[config.mk]
export PLATFORM = sky130hd
export DESIGN_NAME = mutex_with_fifo_wait_queue_core
export DESIGN_NICKNAME = d
export VERILOG_FILES = /design/src/sv/mwfq_pkg.sv /design/src/sv/mutex_with_fifo_wait_queue_core.sv /design/src/sv/mwfq_ctrl.sv /design/src/sv/mwfq_dp.sv
export VERILOG_INCLUDE_DIRS = /design/src /design/src/sv
export SDC_FILE = /design/constraint.sdc
export NUM_CORES = 1
export LEC_CHECK = 0
export ABC_AREA = 1
export BUFFER_PORTS_ARGS = -buffer_cell sky130_fd_sc_hd__buf_2
export CORE_UTILIZATION = 55
export DETAILED_ROUTE_END_ITERATION = 6
export GPL_ROUTABILITY_DRIVEN = 0
export PLACE_DENSITY_LB_ADDON = 0.08
export SLEW_MARGIN = 40
export SYNTH_ARGS = -nofsm -noshare
export SYNTH_HDL_FRONTEND = slang
export SYNTH_SLANG_ARGS = --single-unit
export TNS_END_PERCENT = 100
[constraint.sdc]
create_clock -name clock -period 2.1 [get_ports clock]
set_input_delay 0.105 -clock clock [delete_from_list [all_inputs] [get_ports clock]]
set_output_delay 0.105 -clock clock [all_outputs]
set_load 0.1 [all_outputs]
[src/sv/mutex_with_fifo_wait_queue_core_defines.svh]
// Assertion macros for the mutex core.
// Included by the modules that carry concurrent assertions; no other dependencies.
`ifndef MUTEX_WITH_FIFO_WAIT_QUEUE_CORE_DEFINES_SVH
`define MUTEX_WITH_FIFO_WAIT_QUEUE_CORE_DEFINES_SVH

// The condition must hold at every clock edge outside reset.
`define MWFQ_ASSERT_ALWAYS(label, clk, rst, cond) \
   label: assert property (@(posedge clk) disable iff (rst) (cond)) \
      else $error("assertion failed: label");

// When the antecedent holds, the consequent must hold in the next cycle.
`define MWFQ_ASSERT_NEXT(label, clk, rst, ante, cons) \
   label: assert property (@(posedge clk) disable iff (rst) (ante) |=> (cons)) \
      else $error("assertion failed: label");

`endif

[src/sv/mwfq_pkg.sv]
// Shared types and constants for the mutex core with a FIFO wait queue.
// No dependencies; used by every module of the block.
package mwfq_pkg;

   localparam int QUEUE_DEPTH = 16;
   localparam int ID_BITS = 8;
   localparam int PTR_BITS = (QUEUE_DEPTH > 1) ? $clog2(QUEUE_DEPTH) : 1;
   localparam int CNT_BITS = $clog2(QUEUE_DEPTH + 1);

   typedef enum logic [1:0] {
      KIND_LOCK = 2'd0,
      KIND_TRY_LOCK = 2'd1,
      KIND_UNLOCK = 2'd2
   } kind_type;

   typedef enum logic [2:0] {
      STATUS_ACQUIRED = 3'd0,
      STATUS_BUSY = 3'd1,
      STATUS_QUEUED = 3'd2,
      STATUS_RELEASED = 3'd3,
      STATUS_HANDOFF = 3'd4,
      STATUS_NOT_OWNER = 3'd5,
      STATUS_FULL = 3'd6
   } status_type;

   typedef enum logic {
      STATE_IDLE,
      STATE_EXEC
   } state_type;

   typedef struct packed {
      logic [1:0] kind;
      logic [7:0] requester_id;
   } req_type;

   typedef struct packed {
      logic [2:0] status;
      logic [7:0] woken_id;
      logic [7:0] owner_id;
   } rsp_type;

   typedef struct packed {
      logic load;
      logic commit;
   } cmd_type;

   typedef struct packed {
      logic out_free;
   } stat_type;

endpackage

[src/sv/mutex_with_fifo_wait_queue_core.sv]
// One hardware mutex with a FIFO of waiting requesters. A request (lock, try lock or unlock,
// tagged with a requester id, id 0 being the kernel) is accepted in the idle state and its result
// is loaded into the output register when the execute state commits it, so the input takes no new
// item until the previous one is committed; this step is set by the waiter queue memory, whose
// registered read of the oldest waiter is used in the execute state. A new item is accepted while
// the previous result still waits in the output register, but it then stays in the execute state,
// and the input stays closed, until that result is taken.
// The queue memory needs no clearing after reset.
module mutex_with_fifo_wait_queue_core (
   input  logic              clock,
   input  logic              reset,
   input  logic              req_valid,
   output logic              req_ready,
   input  mwfq_pkg::req_type req_data,
   output logic              rsp_valid,
   input  logic              rsp_ready,
   output mwfq_pkg::rsp_type rsp_data
);

   mwfq_pkg::cmd_type  cmd;
   mwfq_pkg::stat_type stat;

   mwfq_ctrl u_ctrl (
      .clock     (clock),
      .reset     (reset),
      .req_valid (req_valid),
      .req_ready (req_ready),
      .stat      (stat),
      .cmd       (cmd)
   );

   mwfq_dp u_dp (
      .clock     (clock),
      .reset     (reset),
      .req_data  (req_data),
      .cmd       (cmd),
      .stat      (stat),
      .rsp_valid (rsp_valid),
      .rsp_ready (rsp_ready),
      .rsp_data  (rsp_data)
   );

endmodule

[src/sv/mwfq_ctrl.sv]
// Controller state machine of the mutex core: accepts an item, then commits it.
// Depends on mwfq_pkg for the state, command and status types.
module mwfq_ctrl (
   input  logic               clock,
   input  logic               reset,
   input  logic               req_valid,
   output logic               req_ready,
   input  mwfq_pkg::stat_type stat,
   output mwfq_pkg::cmd_type  cmd
);

   mwfq_pkg::state_type state_ff;
   mwfq_pkg::state_type state_in;

   always_ff @(posedge clock) begin
      if (reset) begin
         state_ff <= mwfq_pkg::STATE_IDLE;
      end else begin
         state_ff <= state_in;
      end
   end

   always_comb begin
      state_in = state_ff;
      unique case (state_ff)
         mwfq_pkg::STATE_IDLE: begin
            if (req_valid) begin
               state_in = mwfq_pkg::STATE_EXEC;
            end
         end
         mwfq_pkg::STATE_EXEC: begin
            if (stat.out_free) begin
               state_in = mwfq_pkg::STATE_IDLE;
            end
         end
         default: state_in = mwfq_pkg::STATE_IDLE;
      endcase
   end

   always_comb begin
      req_ready = 1'b0;
      cmd.load = 1'b0;
      cmd.commit = 1'b0;
      unique case (state_ff)
         mwfq_pkg::STATE_IDLE: begin
            req_ready = 1'b1;
            cmd.load = req_valid;
         end
         mwfq_pkg::STATE_EXEC: begin
            cmd.commit = stat.out_free;
         end
         default: begin
            req_ready = 1'b0;
         end
      endcase
   end

endmodule

[src/sv/mwfq_dp.sv]
// Datapath of the mutex core: lock state, waiter queue memory and result register.
// Depends on mwfq_pkg and on mutex_with_fifo_wait_queue_core_defines.svh.
`include "mutex_with_fifo_wait_queue_core_defines.svh"

module mwfq_dp (
   input  logic               clock,
   input  logic               reset,
   input  mwfq_pkg::req_type  req_data,
   input  mwfq_pkg::cmd_type  cmd,
   output mwfq_pkg::stat_type stat,
   output logic               rsp_valid,
   input  logic               rsp_ready,
   output mwfq_pkg::rsp_type  rsp_data
);

   logic [mwfq_pkg::ID_BITS-1:0] waiters [mwfq_pkg::QUEUE_DEPTH];

   mwfq_pkg::req_type             req_ff;
   logic                          held_ff;
   logic                          held_in;
   logic [mwfq_pkg::ID_BITS-1:0]  owner_ff;
   logic [mwfq_pkg::ID_BITS-1:0]  owner_in;
   logic [mwfq_pkg::PTR_BITS-1:0] head_ptr_ff;
   logic [mwfq_pkg::PTR_BITS-1:0] tail_ptr_ff;
   logic [mwfq_pkg::CNT_BITS-1:0] count_ff;
   logic [mwfq_pkg::ID_BITS-1:0]  rd_data_ff;
   logic                          rsp_valid_ff;
   logic                          rsp_valid_in;
   mwfq_pkg::rsp_type             rsp_ff;

   logic [mwfq_pkg::ID_BITS-1:0]  id;
   logic [mwfq_pkg::ID_BITS-1:0]  woken;
   mwfq_pkg::status_type          status;
   logic                          do_push;
   logic                          do_pop;

   function automatic logic [mwfq_pkg::PTR_BITS-1:0] next_slot(
      input logic [mwfq_pkg::PTR_BITS-1:0] p
   );
      logic [mwfq_pkg::PTR_BITS-1:0] n;
      if (p == mwfq_pkg::PTR_BITS'(mwfq_pkg::QUEUE_DEPTH - 1)) begin
         n = '0;
      end else begin
         n = p + 1'b1;
      end
      return n;
   endfunction

   assign id = mwfq_pkg::ID_BITS'(req_ff.requester_id);

   always_comb begin
      status = mwfq_pkg::STATUS_BUSY;
      woken = '0;
      held_in = held_ff;
      owner_in = owner_ff;
      do_push = 1'b0;
      do_pop = 1'b0;
      unique case (req_ff.kind) inside
         mwfq_pkg::KIND_LOCK, mwfq_pkg::KIND_TRY_LOCK: begin
            if (!held_ff) begin
               held_in = 1'b1;
               owner_in = id;
               status = mwfq_pkg::STATUS_ACQUIRED;
            end else if (req_ff.kind == mwfq_pkg::KIND_TRY_LOCK || id == '0) begin
               status = mwfq_pkg::STATUS_BUSY;
            end else if (count_ff == mwfq_pkg::CNT_BITS'(mwfq_pkg::QUEUE_DEPTH)) begin
               status = mwfq_pkg::STATUS_FULL;
            end else begin
               do_push = 1'b1;
               status = mwfq_pkg::STATUS_QUEUED;
            end
         end
         mwfq_pkg::KIND_UNLOCK: begin
            if (id != '0 && owner_ff != id) begin
               status = mwfq_pkg::STATUS_NOT_OWNER;
            end else if (count_ff != '0) begin
               do_pop = 1'b1;
               woken = rd_data_ff;
               held_in = 1'b1;
               owner_in = rd_data_ff;
               status = mwfq_pkg::STATUS_HANDOFF;
            end else begin
               held_in = 1'b0;
               owner_in = '0;
               status = mwfq_pkg::STATUS_RELEASED;
            end
         end
         default: status = mwfq_pkg::STATUS_BUSY;
      endcase
   end

   always_ff @(posedge clock) begin
      if (reset) begin
         held_ff <= 1'b0;
         owner_ff <= '0;
         head_ptr_ff <= '0;
         tail_ptr_ff <= '0;
         count_ff <= '0;
      end else if (cmd.commit) begin
         held_ff <= held_in;
         owner_ff <= owner_in;
         if (do_push) begin
            tail_ptr_ff <= next_slot(tail_ptr_ff);
            count_ff <= count_ff + 1'b1;
         end
         if (do_pop) begin
            head_ptr_ff <= next_slot(head_ptr_ff);
            count_ff <= count_ff - 1'b1;
         end
      end
   end

   always_ff @(posedge clock) begin
      if (cmd.commit && do_push) begin
         waiters[tail_ptr_ff] <= id;
      end
      rd_data_ff <= waiters[head_ptr_ff];
   end

   always_ff @(posedge clock) begin
      if (cmd.load) begin
         req_ff <= req_data;
      end
      if (cmd.commit) begin
         rsp_ff.status <= status;
         rsp_ff.woken_id <= 8'(woken);
         rsp_ff.owner_id <= 8'(owner_in);
      end
   end

   assign rsp_valid_in = cmd.commit | (rsp_valid_ff & ~rsp_ready);

   always_ff @(posedge clock) begin
      if (reset) begin
         rsp_valid_ff <= 1'b0;
      end else begin
         rsp_valid_ff <= rsp_valid_in;
      end
   end

   assign stat.out_free = ~rsp_valid_ff | rsp_ready;
   assign rsp_valid = rsp_valid_ff;
   assign rsp_data = rsp_ff;

   `MWFQ_ASSERT_ALWAYS(a_count_bound, clock, reset, count_ff <= mwfq_pkg::CNT_BITS'(mwfq_pkg::QUEUE_DEPTH))
   `MWFQ_ASSERT_ALWAYS(a_free_is_empty, clock, reset, held_ff || (count_ff == '0 && owner_ff == '0))
   `MWFQ_ASSERT_NEXT(a_push_counts, clock, reset, cmd.commit && do_push, count_ff == $past(count_ff) + 1'b1)
   `MWFQ_ASSERT_NEXT(a_handoff_held, clock, reset, cmd.commit && do_pop, held_ff && rsp_valid_ff)

endmodule

=== After elaboration in Yosys (flattened, before gate mapping) ===
Memories as Yosys holds them, arrays and structs flattened. A register that Yosys moved wholly into a read port is not among the register bits.
Index checks and enable logic that the tools add are counted.

* Register bits after elaboration: 53
* Memory bits (writable): 128
* Bits of input ports: 14
* Output and inout bits: 21
* Logic and storage cells: 77
* Memories: 1

* Add/subtract/negate cells: 4
* Equality and inequality tests: 7
* Mux-type cells: 31
* Bitwise logic cells: 7
* Reductions and logical operators: 15

{| class="wikitable"
|+ Memories
! name !! depth !! bits a word !! rd ports !! clocked after memory_dff !! write ports !! line !! text
|-
| u_dp.waiters || 16 || 8 || 1 || 1 || 1 || mwfq_dp.sv:16 || <nowiki>logic [mwfq_pkg::ID_BITS-1:0] waiters [mwfq_pkg::QUEUE_DEPTH];</nowiki>
|}

{| class="wikitable"
|+ Operators by type and width
! kind !! number
|-
| 8-bit 2-to-1 mux || 3
|-
| 8-bit case mux with 2 select lines || 1
|-
| 1-bit 2-to-1 mux || 15
|-
| 3-bit 2-to-1 mux || 5
|-
| 5-bit 2-to-1 mux || 2
|-
| 4-bit by 1-bit adder with 4-bit output (second input constant) || 2
|-
| 4-bit == test (second input constant) || 2
|-
| 8-bit logical NOT || 1
|-
| 4-bit 2-to-1 mux || 2
|-
| 8-bit inequality test || 1
|-
| 8-bit nonzero test || 1
|-
| 3-bit case mux with 2 select lines || 1
|-
| 2-bit AND reduction || 3
|-
| 5-bit by 1-bit adder with 5-bit output (second input constant) || 1
|-
| 5-bit == test (second input constant) || 1
|-
| 5-bit nonzero test || 1
|-
| 5-bit by 1-bit subtractor with 5-bit output (second input constant) || 1
|-
| 1-bit inverter || 4
|-
| 1-bit case mux with 2 select lines || 2
|-
| 2-bit nonzero test || 2
|-
| 2-bit OR reduction || 2
|-
| 3-bit AND reduction || 1
|-
| 2-bit by 1-bit == test with 1-bit output (second input constant) || 1
|-
| 2-bit == test (second input constant) || 1
|-
| 6 further kinds || 8
|}

=== Longest topological paths before layout ===
Gate-level depths: netlist of the first run.

* Word-level depth: 8
* Gate-level depth with buffers: 21
* Depth with buffers taken out: 20

=== Cells and area by module ===
Synthesis of the first run repeated with hierarchy kept, for this count alone.

* Cells, all modules: 686
* Area total of the unflattened synthesis: 7816.2 um2

{| class="wikitable"
|+ By module, submodules not included
! module !! instances !! cells an instance !! area an instance (um2) !! seq. area each (um2)
|-
| mwfq_dp || 1 || 676 || 7759.9 || 5335.1
|-
| mwfq_ctrl || 1 || 10 || 56.3 || 20.0
|}

=== Worst setup path before layout of the first run ===
No wires, ideal clock.

* Kind: register to register
* From: register u_dp.rsp_valid_ff, in the netlist u_dp.rsp_valid
* To: memory u_dp.waiters[3][0] (netlist bit), enable pin
* Setup time: 0.370 ns
* Arrival: 1.900 ns
* Data required time: 1.730 ns
* Path slack: -0.171 ns
* Cell stages (with the launch flop): 8
* Buffers on the path: 0
* Period minus slack after synthesis: 2.271 ns
* Cell sequence: dfxtp_1 nand2_1 nand2_1 inv_1 nand3_2 nor2_1 nand2_1 nor2_1

* Word-level cells in the longest chain between the ends: 6

{| class="wikitable"
|+ RTL lines
! item !! line !! text
|-
| start: declaration || mwfq_dp.sv:27 || <nowiki>logic rsp_valid_ff;</nowiki>
|-
| start signal: assignment || mwfq_dp.sv:137 || <nowiki>rsp_valid_ff <= rsp_valid_in;</nowiki>
|-
| 1-bit inverter || mwfq_dp.sv:141 || <nowiki>assign stat.out_free = ~rsp_valid_ff | rsp_ready;</nowiki>
|-
| 1-bit bitwise OR || mwfq_dp.sv:141 ||
|-
| 1-bit 2-to-1 mux || mwfq_ctrl.sv:44 || <nowiki>unique case (state_ff)</nowiki>
|-
| 1-bit logical AND || mwfq_dp.sv:114 || <nowiki>if (cmd.commit && do_push) begin</nowiki>
|-
| 1-bit 2-to-1 mux || mwfq_dp.sv:114 ||
|-
| 1-bit 2-to-1 mux (implied by the code) || mwfq_dp.sv:115 || <nowiki>waiters[tail_ptr_ff] <= id;</nowiki>
|-
| end: declaration || mwfq_dp.sv:16 ||
|}

Every way passes these cells.

=== Worst setup path after layout of the first run ===
* From: register u_dp.req_ff (netlist bit u_dp.id[0])
* To: memory u_dp.waiters[14][7] (netlist bit), enable pin

* Word-level cells in the longest chain between the ends: 8

{| class="wikitable"
|+ RTL lines
! item !! line !! text
|-
| start: declaration || mwfq_dp.sv:18 || <nowiki>mwfq_pkg::req_type req_ff;</nowiki>
|-
| start signal: assignment || mwfq_dp.sv:122 || <nowiki>req_ff <= req_data;</nowiki>
|-
| 8-bit logical NOT || mwfq_dp.sv:64 || <nowiki>end else if (req_ff.kind == mwfq_pkg::KIND_TRY_LOCK || id == '0) begin</nowiki>
|-
| 1-bit logical OR || mwfq_dp.sv:64 ||
|-
| 1-bit 2-to-1 mux || mwfq_dp.sv:64 ||
|-
| 1-bit 2-to-1 mux || mwfq_dp.sv:60 || <nowiki>if (!held_ff) begin</nowiki>
|-
| 1-bit 2-to-1 mux || mwfq_dp.sv:58 || <nowiki>unique case (req_ff.kind) inside</nowiki>
|-
| 1-bit logical AND || mwfq_dp.sv:114 ||
|-
| 1-bit 2-to-1 mux || mwfq_dp.sv:114 ||
|-
| 1-bit 2-to-1 mux (implied by the code) || mwfq_dp.sv:115 ||
|}

Every way passes these cells.

==> impl_metrics.ini, run 1 <==
[outcome]
status = completed

[setup_path]
path_delay_family = simple AND/OR/NAND/NOR gates
crit_required_ns = 2.25
end_kind = flip-flop
path_cells = nor2_1, nand4_2, nand2_1, nor3_2, nand3_2, inv_1, nand2_1, nor2_2, buf_12
cp_max_fo = 8
path_buf_inv = 2
cp_data_arrival_time_ns = 2.18
critPathKind = reg -> reg
worst_path_max_delay_cell = edfxtp_1
worst_path_most_repeated_cell = nand2_1
start_kind = flip-flop
cpPeakStageDelay_ns = 0.42

[sta]
worstMarginPinSlew_ns = 0.604
slew-limit-headroom_pct = 59.7
rsz0062_at_grt = true
whs_ns = 0.196
finalHoldViolations = 0
finalCritPeriodShare_pct = 96.6
max_freq_mhz = 493
period_needed_ns = 2.03
fin_skew_ns = 0.00892
setup_viol = 0
finalMaxSlewViolations = 0

[die]
die_x_um = 121
die_area_um2 = 14500
coreArea_um2 = 13500
die_h_um = 121
rows = 42
ioPinCount = 35
start_util_pct = 57.5

[pwr]
peakVddDrop_mv = 0.497
p_leak_nw = 3.43
powerDensity_nw_per_um2 = 848

[synthesis]
seq_area_frac_synth_pct = 69.3
synthAdderAreaFrac_pct = 0.971
synth_top_family_by_area = simple AND/OR/NAND/NOR gates
synth_top_cell_by_area = edfxtp_1
avgSynthCellArea_um2 = 11.4
synth_compound_area_share_pct = 11.9
synthTopCellsByCount = 157 x edfxtp_1, 103 x nor2_1, 94 x o21ai_0
synth_enable_flop_cells = 157
synth-async-reset-ratio_pct = 0
muxShareOfSynthArea_pct = 0
synthSimpleGateAreaFrac_pct = 12.8
synth_cell_types = 30
syn-num-nets = 701
yosys_most_used_dff = edfxtp_1
synth_cells = 681
synthXorXnorAreaFrac_pct = 0.793
ys_seq_elements = 189
synth_area_um2 = 7730
yosys-top-cells-area = edfxtp_1 61%, dfxtp_1 8.3%, o21ai_0 6.1%
yosysMostFrequentCell = edfxtp_1
yosys.area.top_type_share_pct = 61.0
yosys_warnings = 0

[final_layout]
diodes = 0
area_growth_pct = 20.5
final-seq-area_um2 = 5360
drive_gt1_share_pct = 20.1
multiInputGateArea_um2 = 2110
n_fill_cell = 1009
finalNonFillerCells = 957
nNetsFinal = 788

[clocking]
clock_latency_ns = 0.44
cts.clk_slew.worst_paths_ns = 0.07
ctsHtreeMaxLevel = 4
cts_buffers = 17
ctsRootBufferMaster = clkbuf_16
cts.sinks = 189
cts_tree = done
clock_path_buffers = 2

[global_routing]
grt_pass1_wl_mm = 28.9
overflow = 0
grt_pass1_vias = 5288
grt_usage_pct = 27.5
use_met3_pct = 5.52
grtUsageMet2_pct = 42.1
grt_max_degree = 51
antenna_found_initial = 0
busiest_layer = met2
gr-usage-met1_pct = 38.6

[worst_hold_path]
hp-class = in -> reg

[drt]
wl_mm = 18.9
viasPerCell = 5.80
ant_nets = 0
drt-initial-drc-count = 569
first_pass_iters = 5
detail_route.wl_per_cell_um = 19.7
dr_total_vias = 5554
drc = 0

[placed_design]
numPortBuffers = 34
place_inst = 907
hpwl_mm = 12.7

[flow_run]
drv_cap = 0
report_power, final:
| group | internal, mW | leakage (nW) | switching [mW] | total (mW) |
|---|---|---|---|---|
| clock | 1.78 | 0.283 | 1.41 | 3.19 |
| sequential | 4.12 | 1.69 | 0.0442 | 4.17 |
| combinational | 0.133 | 1.45 | 0.402 | 0.535 |
final cells by class:
type                            count  area share (%)
Timing Repair Buffer               97            8.87
Multi-Input combinational cell    406            22.6
Sequential cell                   189            57.5
Tap cell                          176            2.36
Clock inverter                     14            1.71
Inverter                           57            2.30
Clock buffer                       18            4.61
repair_timing:
item,in CTS,in global routing
endpoints found under the setup margin,0,109
hold buffers,13,0
hold endpoints to repair,15,0
gates resized for setup,0,6
buffers inserted,0,5
metrics by stage:
step,power [mW],util (%),cell area (µm²),worst slack (ns),TNS [ns]
5_1_grt,8.08,69.2,9310,-0.0621,-2.36
3_3_place_gp,4.74,63.4,8530,0.108,0
6_report,7.89,69.2,9310,0.0722,0
3_5_place_dp,4.75,63.4,8530,0.0535,0
4_1_cts,7.92,68.8,9250,0.0260,0
2_1_floorplan,4.59,-,7770,0.0436,0
routing by layer:
layer  share of wire, %  wire length [µm]  vias up
met1                 44              8310     2707
met3                6.9              1300       36
li1                   -                 -     2591
met4                2.3               436        0
met5                  0                 0        -
met2                 47              8850      220
kinds of logic after synthesis:
logic type	count (synthesis)
AND/OR/NAND/NOR	229
flip-flops	189
AO/OA/AOI/OAI	164
buffers and inverters	86
XOR/XNOR	7
adder cells (fa/ha/maj)	6
worst reg2reg max path: stages, from the launching register on:
cell      delay (ns)
edfxtp_1        0.42
nor2_1          0.10
nand4_2         0.12
nand2_1         0.09
nor3_2          0.17
nand3_2         0.16
inv_1           0.14
nand2_1         0.19
nor2_2          0.20
buf_12          0.15
placed cells by master (no fill, tap or decap), types with 2 or more instances in the layout:
cell           instances
clkinvlp_4             2
inv_1                 52
nor2_2                19
inv_6                  4
ha_1                   6
a21oi_1               24
nor3_2                 2
buf_4                 38
edfxtp_1             157
inv_8                  2
o221ai_1              12
dfxtp_2                2
clkbuf_16             17
nand4_1                3
buf_2                 34
nor2_1                87
dfxtp_1               30
a211oi_1               2
nor3b_1                2
nand2_4                4
nand3_2                3
buf_12                12
dlygate4sd3_1         13
nand2_1               68
nor3_1                 8
o22ai_1               26
o21ai_0               94
clkinv_4               2
nand3_1               24
o211ai_1               6
inv_2                  5
xor2_1                 2
xnor2_1                5
nand2_2                7
bufinv_16              2
final timing paths:
check | start | to | slack [ns] | cells after the start
max | u_dp.id[0]$_DFFE_PP_ | u_dp.waiters[14][7]$_DFFE_PP_ | 0.07 | 9
min | rsp_ready | u_dp.owner_ff[4]$_SDFFE_PP0P_ | 0.20 | 5
max reg2reg | u_dp.id[0]$_DFFE_PP_ | u_dp.waiters[14][7]$_DFFE_PP_ | 0.07 | 9
min reg2reg | u_dp.count_ff[0]$_SDFFE_PP0P_ | u_dp.count_ff[0]$_SDFFE_PP0P_ | 0.48 | 1
sequential cells by signal, indices dropped and copies added (netlist names):
register and cells:
u_dp.head_ptr_ff 4, u_dp.tail_ptr_ff 4, u_dp.rsp_valid 1, u_dp.held_ff 1, u_dp.req_ff 2, u_dp.owner_ff 8, u_dp.waiters 128, u_dp.id 8
u_dp.rsp_data 19, u_dp.rd_data_ff 8, u_ctrl.state_ff 1, u_dp.count_ff 5
Power figures use the tool's default switching activity.
==> run 2, diff against run 1 <==
Settings changed: CORE_ASPECT_RATIO set to 0.75.
==> impl_metrics.ini, run 2 (synthesis results as in run 1) <==
[global_routing]
grt_pass1_wl_mm = 28.7
grt_usage_pct = 27.1
overflow = 0
grt_pass1_vias = 5122
grt_max_degree = 40
antenna_found_initial = 0

[setup_path]
reg2reg_from = u_dp.id[2]$_DFFE_PP_
cp_max_fo = 5
start_kind = flip-flop
r2r-end = u_dp.count_ff[2]$_SDFFE_PP0P_
reg2reg_depth = 15
crit_required_ns = 2.43
cp_data_arrival_time_ns = 2.38
critPathKind = reg -> reg
rrSetupSlack_ns = 0.05
end_kind = flip-flop

[drt]
viasPerCell = 5.78
wl_met3_mm = 1.48
wl_mm = 18.9
wl_met1_mm = 8.76
top_layer = met4
first_pass_iters = 7
drc = 2
drt-initial-drc-count = 582
detail_route.wl_per_cell_um = 19.7
ant_nets = 0
met2_length_mm = 8.45
dr_total_vias = 5568

[pwr]
peakVddDrop_mv = 0.720
p_leak_nw = 3.48
comb_power_share_pct = 6.7
powerDensity_nw_per_um2 = 853
clockPowerShare_pct = 41.6
sequentialPowerShare_pct = 51.6
total_power_mw = 8.06
net-switching-power_mw = 1.88
power_switching_share_pct = 23.3
internal-power_mw = 6.18

[final_layout]
regMostFlops = u_dp.waiters
layout_commonest_cell = edfxtp_1
finalNonFillerCells = 963
largest_register_ff_count = 128
diodes = 0
area_growth_pct = 22.3
nNetsFinal = 795
final_cell_mix = 157 x edfxtp_1, 93 x o21ai_0, 88 x nor2_1, 65 x nand2_1, 49 x inv_1
fin_util_pct = 69.0
drive_gt1_share_pct = 22.3

[die]
rows = 37
ioPinCount = 35
start_util_pct = 56.4
die_h_um = 105
die_area_um2 = 14500
coreArea_um2 = 13700
die_x_um = 139

[clocking]
ctsRootBufferMaster = clkbuf_16
clock_path_buffers = 2
ctsHtreeMaxLevel = 4
cts_tree = done
clock_latency_ns = 0.44
cts.clk_slew.worst_paths_ns = 0.07
cts.sinks = 189
cts_buffers = 17

[sta]
finalCritPeriodShare_pct = 97.6
worst_slack_ns = 0.0503
finalHoldViolations = 0
setup_viol = 0
finalMaxSlewViolations = 0
rsz0062_at_grt = true
whs_ns = 0.208
period_needed_ns = 2.05
max_freq_mhz = 488
fin_skew_ns = 0.00999
slew-limit-headroom_pct = 56.8
worstMarginPinSlew_ns = 0.646

[worst_hold_path]
hp-start = rsp_ready
hp-class = in -> reg
whs_path_depth = 5
worst_hold_path.endpoint = u_dp.owner_ff[4]$_SDFFE_PP0P_

[placed_design]
numPortBuffers = 34
place_inst = 909
detailedPlace.worstSlack_ns = 0.0535
hpwl_mm = 12.8

[outcome]
status = complete, but fails checks
violations = DRC

[flow_run]
drv_cap = 0
[run 2: what timing repair did]
| item | in CTS | in global routing |
|---|---|---|
| hold buffers | 13 | 0 |
| setup buffers | 0 | 9 |
| hold endpoints to repair | 15 | 0 |
| resized for setup | 0 | 20 |
| setup endpoints to repair | 0 | 125 |
[run 2: per-stage QoR]
stage / setup TNS [ns] / instance area (µm²)
final: 0 / 9450
after CTS: 0 / 9310
after detailed placement: 0 / 8550
after floorplan: 0 / 7770
after global routing: -0.609 / 9450
after global placement: 0 / 8550
[run 2: worst max path at each step]
stage                    startpoint                             to  slack [ns]  depth (start not counted)
6_report       u_dp.id[2]$_DFFE_PP_  u_dp.count_ff[2]$_SDFFE_PP0P_        0.05                         15
2_1_floorplan  u_dp.id[5]$_DFFE_PP_   u_dp.waiters[0][0]$_DFFE_PP_        0.04                          8
5_1_grt        u_dp.id[2]$_DFFE_PP_  u_dp.count_ff[2]$_SDFFE_PP0P_       -0.12                         15
3_3_place_gp   u_dp.id[2]$_DFFE_PP_  u_dp.count_ff[4]$_SDFFE_PP0P_        0.12                         17
3_5_place_dp   u_dp.id[0]$_DFFE_PP_  u_dp.count_ff[4]$_SDFFE_PP0P_        0.05                         19
4_1_cts        u_dp.id[0]$_DFFE_PP_  u_dp.count_ff[4]$_SDFFE_PP0P_        0.02                         19
[run 2: critical path, cell delays in order (launching register included)]
cell and delay, ns:
edfxtp_1 0.47, xnor2_1 0.19, nand2_1 0.08, nor2_2 0.15, nand2_2 0.08, nand2_4 0.12
nand2_4 0.08, nand2_2 0.08, nand2_2 0.07, inv_2 0.07, ha_4 0.13, inv_2 0.04
nand2_2 0.07, buf_6 0.10, xor2_1 0.13, a21oi_1 0.08
[run 2: routing by layer]
metal / vias up / track usage, %
met5: - / 0
met4: 0 / 9.05
met3: 21 / 6.83
met2: 216 / 39.1
met1: 2734 / 40.0
li1: 2597 / -
[run 2: power groups by stage]
stage                     combinational (mW)  clock, mW  sequential, mW
final                                  0.544       3.36            4.16
after global placement                 0.490          0            4.24
after global routing                   0.573       3.53            4.17
after CTS                              0.519       3.40            4.16
after detailed placement               0.498          0            4.25
after floorplan                        0.163          0            4.42
[run 2: area by class of cell]
cell class	instances	area (µm²)
sequential	189	5360
fill	1001	4250
multi-input combinational	406	2150
timing repair buffer	104	882
clock buffer	19	475
tap	175	219
inverter	57	214
clock inverter	13	151
==> run 3, diff against run 2 <==
--- a/config.mk
+++ b/config.mk
@@ -13,8 +13,9 @@
 export DETAILED_ROUTE_END_ITERATION = 6
 export GPL_ROUTABILITY_DRIVEN = 0
-export PLACE_DENSITY_LB_ADDON = 0.08
+export PLACE_DENSITY = 0.84
 export SLEW_MARGIN = 40
 export SYNTH_ARGS = -nofsm -noshare
 export SYNTH_HDL_FRONTEND = slang
+export SYNTH_HIERARCHICAL = 1
 export SYNTH_SLANG_ARGS = --single-unit
 export TNS_END_PERCENT = 100
==> constraint.sdc (replaced) <==
create_clock -name clock -period 2.1 [get_ports clock]
set_input_delay 0.105 -clock clock [delete_from_list [all_inputs] [get_ports clock]]
set_output_delay 0.105 -clock clock [all_outputs]
set_load 0.05 [all_outputs]
==> impl_metrics.ini, run 3 <==
[setup_path]
reg2reg_depth = 17
path_cells = inv_1, nand2_1, nand2_1, nand2_1, nor2_1, nand2_2, nand2_4, nand2_8, buf_4, nand2_2, nand2_2, inv_2, nand2_1, nand3_1, nand3_1, nand2_1, inv_1
cpPeakStageDelay_ns = 0.50
end_kind = flip-flop
crit_required_ns = 2.42
worst_path_most_repeated_cell = nand2_1
cp_max_fo = 8
worstSetupStartpoint = u_dp/id[7]$_DFFE_PP_
reg2reg_from = u_dp/id[7]$_DFFE_PP_
worst_path_max_delay_cell = edfxtp_1
rrSetupSlack_ns = -0.08
cp_data_arrival_time_ns = 2.50
start_kind = flip-flop
critPathKind = reg -> reg

[die]
die_area_um2 = 14700
ioPinCount = 35
die_h_um = 105
die_x_um = 140
rows = 37
coreArea_um2 = 13800
start_util_pct = 56.7

[pwr]
peakVddDrop_mv = 0.856
powerDensity_nw_per_um2 = 858
p_leak_nw = 3.45

[global_routing]
grt_pass1_wl_mm = 30.4
grt_usage_pct = 28.2
grt_pass1_vias = 5561
antenna_found_initial = 1
grt_max_degree = 63
overflow = 0

[drt]
detail_route.wl_per_cell_um = 21.4
dr_total_vias = 6044
drt-initial-drc-count = 1018
drc = 17
wl_mm = 20.6
viasPerCell = 6.29
ant_nets = 0
first_pass_iters = 7

[synthesis]
yosys_warnings = 6
synth_area_um2 = 7820
syn-num-nets = 706
yosys.area.top_type_share_pct = 60.3
yosys-top-cells-area = edfxtp_1 60%, dfxtp_1 8.2%, o21ai_0 5.9%
synthTopCellsByCount = 157 x edfxtp_1, 107 x nor2_1, 92 x o21ai_0
yosys_most_used_dff = edfxtp_1
synth-async-reset-ratio_pct = 0
avgSynthCellArea_um2 = 11.4
synth_enable_flop_cells = 157
yosysMostFrequentCell = edfxtp_1
synth_cells = 686
seq_area_frac_synth_pct = 68.5
synth_top_cell_by_area = edfxtp_1
ys_seq_elements = 189
synth_cell_types = 36

[sta]
worstMarginPinSlew_ns = 0.567
max_freq_mhz = 458
period_needed_ns = 2.18
slew-limit-headroom_pct = 62.2
fin_skew_ns = 0.0133
finalCritPeriodShare_pct = 104
rsz0062_at_grt = true
worst_slack_ns = -0.0818
whs_ns = 0.370
setup_viol = 2
finalMaxSlewViolations = 0
finalHoldViolations = 0
fin_setup_tns_ns = -0.104

[clocking]
clock_latency_ns = 0.44
ctsHtreeMaxLevel = 4
cts_tree = done
clock_path_buffers = 2
ctsRootBufferMaster = clkbuf_16
cts_buffers = 17
cts.sinks = 189
cts.clk_slew.worst_paths_ns = 0.07

[final_layout]
multiInputGateArea_um2 = 2230
fin_util_pct = 67.9
nNetsFinal = 793
final-seq-area_um2 = 5360
final_cell_mix = 157 x edfxtp_1, 99 x nor2_1, 92 x o21ai_0, 67 x nand2_1, 45 x inv_1
area_growth_pct = 19.8
n_fill_cell = 919
finalNonFillerCells = 961
layout_commonest_cell = edfxtp_1
diodes = 0
drive_gt1_share_pct = 23.0
largest_register_ff_count = 128
regMostFlops = u_dp/waiters

[placed_design]
hpwl_mm = 12.8
place_inst = 909
numPortBuffers = 34

[worst_hold_path]
whs_path_depth = 2
hp-start = req_data[3]
hp-class = in -> reg

[outcome]
status = complete, but fails checks
violations = DRC, setup timing

[flow_run]
drv_cap = 0
-- run 3: changes by cell type after synthesis, sizes merged, moves of 2 or more --
cell,before,now
nor3,10,8
xnor2,5,3
nand2,79,85
o22ai,26,23
nor2,106,111
a21oi,24,20
-- run 3: metal layers --
| layer | wire length, µm | global-route usage, % | share of wire, % |
|---|---|---|---|
| met1 | 8150 | 39.8 | 40 |
| met5 | 0 | 0 | 0 |
| met4 | 738 | 13.8 | 3.6 |
| met2 | 9120 | 42.0 | 44 |
| met3 | 2560 | 6.13 | 12 |
-- run 3: report_power, final --
part	switching (mW)	internal [mW]	total, mW
sequential	0.0499	4.13	4.18
clock	1.39	1.99	3.38
combinational	0.341	0.137	0.478
-- run 3: layout make-up --
cell class	instances	share of cell area (%)
Sequential cell	189	57.2
Multi-Input combinational cell	410	23.8
Timing Repair Buffer	96	7.47
Clock buffer	21	5.03
Inverter	59	2.46
Tap cell	175	2.34
Clock inverter	11	1.64
-- run 3: worst max-delay path, delay by kind of cell (launching register included) --
family	cells	cell delay, ns
flops	1	0.50
buf+inv	4	0.39
simple gates	13	1.18
-- run 3: metrics by stage --
step | setup WS [ns] | cell area (µm²) | power [mW]
3_5_place_dp | 0.0733 | 8430 | 4.67
3_3_place_gp | 0.135 | 8430 | 4.65
2_1_floorplan | 0.0478 | 7840 | 4.51
5_1_grt | -0.192 | 9360 | 8.22
6_report | -0.0818 | 9360 | 8.03
4_1_cts | 0.0197 | 9190 | 8.00
-- run 3: kinds of logic (layout without fill, tap and decap cells) --
family	count (synthesis)	count (layout)	share of synthesized area, %
AOI/OAI and AO/OA	159	159	11.8
buffers and inverters	87	187	4.47
adders and majority gates	6	6	0.960
and+or+nand+nor	240	240	13.7
xor gates and xnor gates	5	5	0.560
DFF	189	189	68.5
-- run 3: timing repair --
| item | in CTS | in global routing |
|---|---|---|
| setup endpoints to repair | 0 | 40 |
| hold buffers | 13 | 0 |
| setup buffers | 0 | 7 |
| hold endpoints to repair | 15 | 0 |
| gates resized for setup | 0 | 31 |
-- run 3: path summary, 6_finish.rpt --
kind	end
setup / recovery	u_dp/count_ff[3]$_SDFFE_PP0P_
hold / removal	u_dp/id[3]$_DFFE_PP_
setup reg to reg	u_dp/count_ff[3]$_SDFFE_PP0P_
hold reg to reg	u_dp/head_ptr_ff[1]$_SDFFE_PP0P_
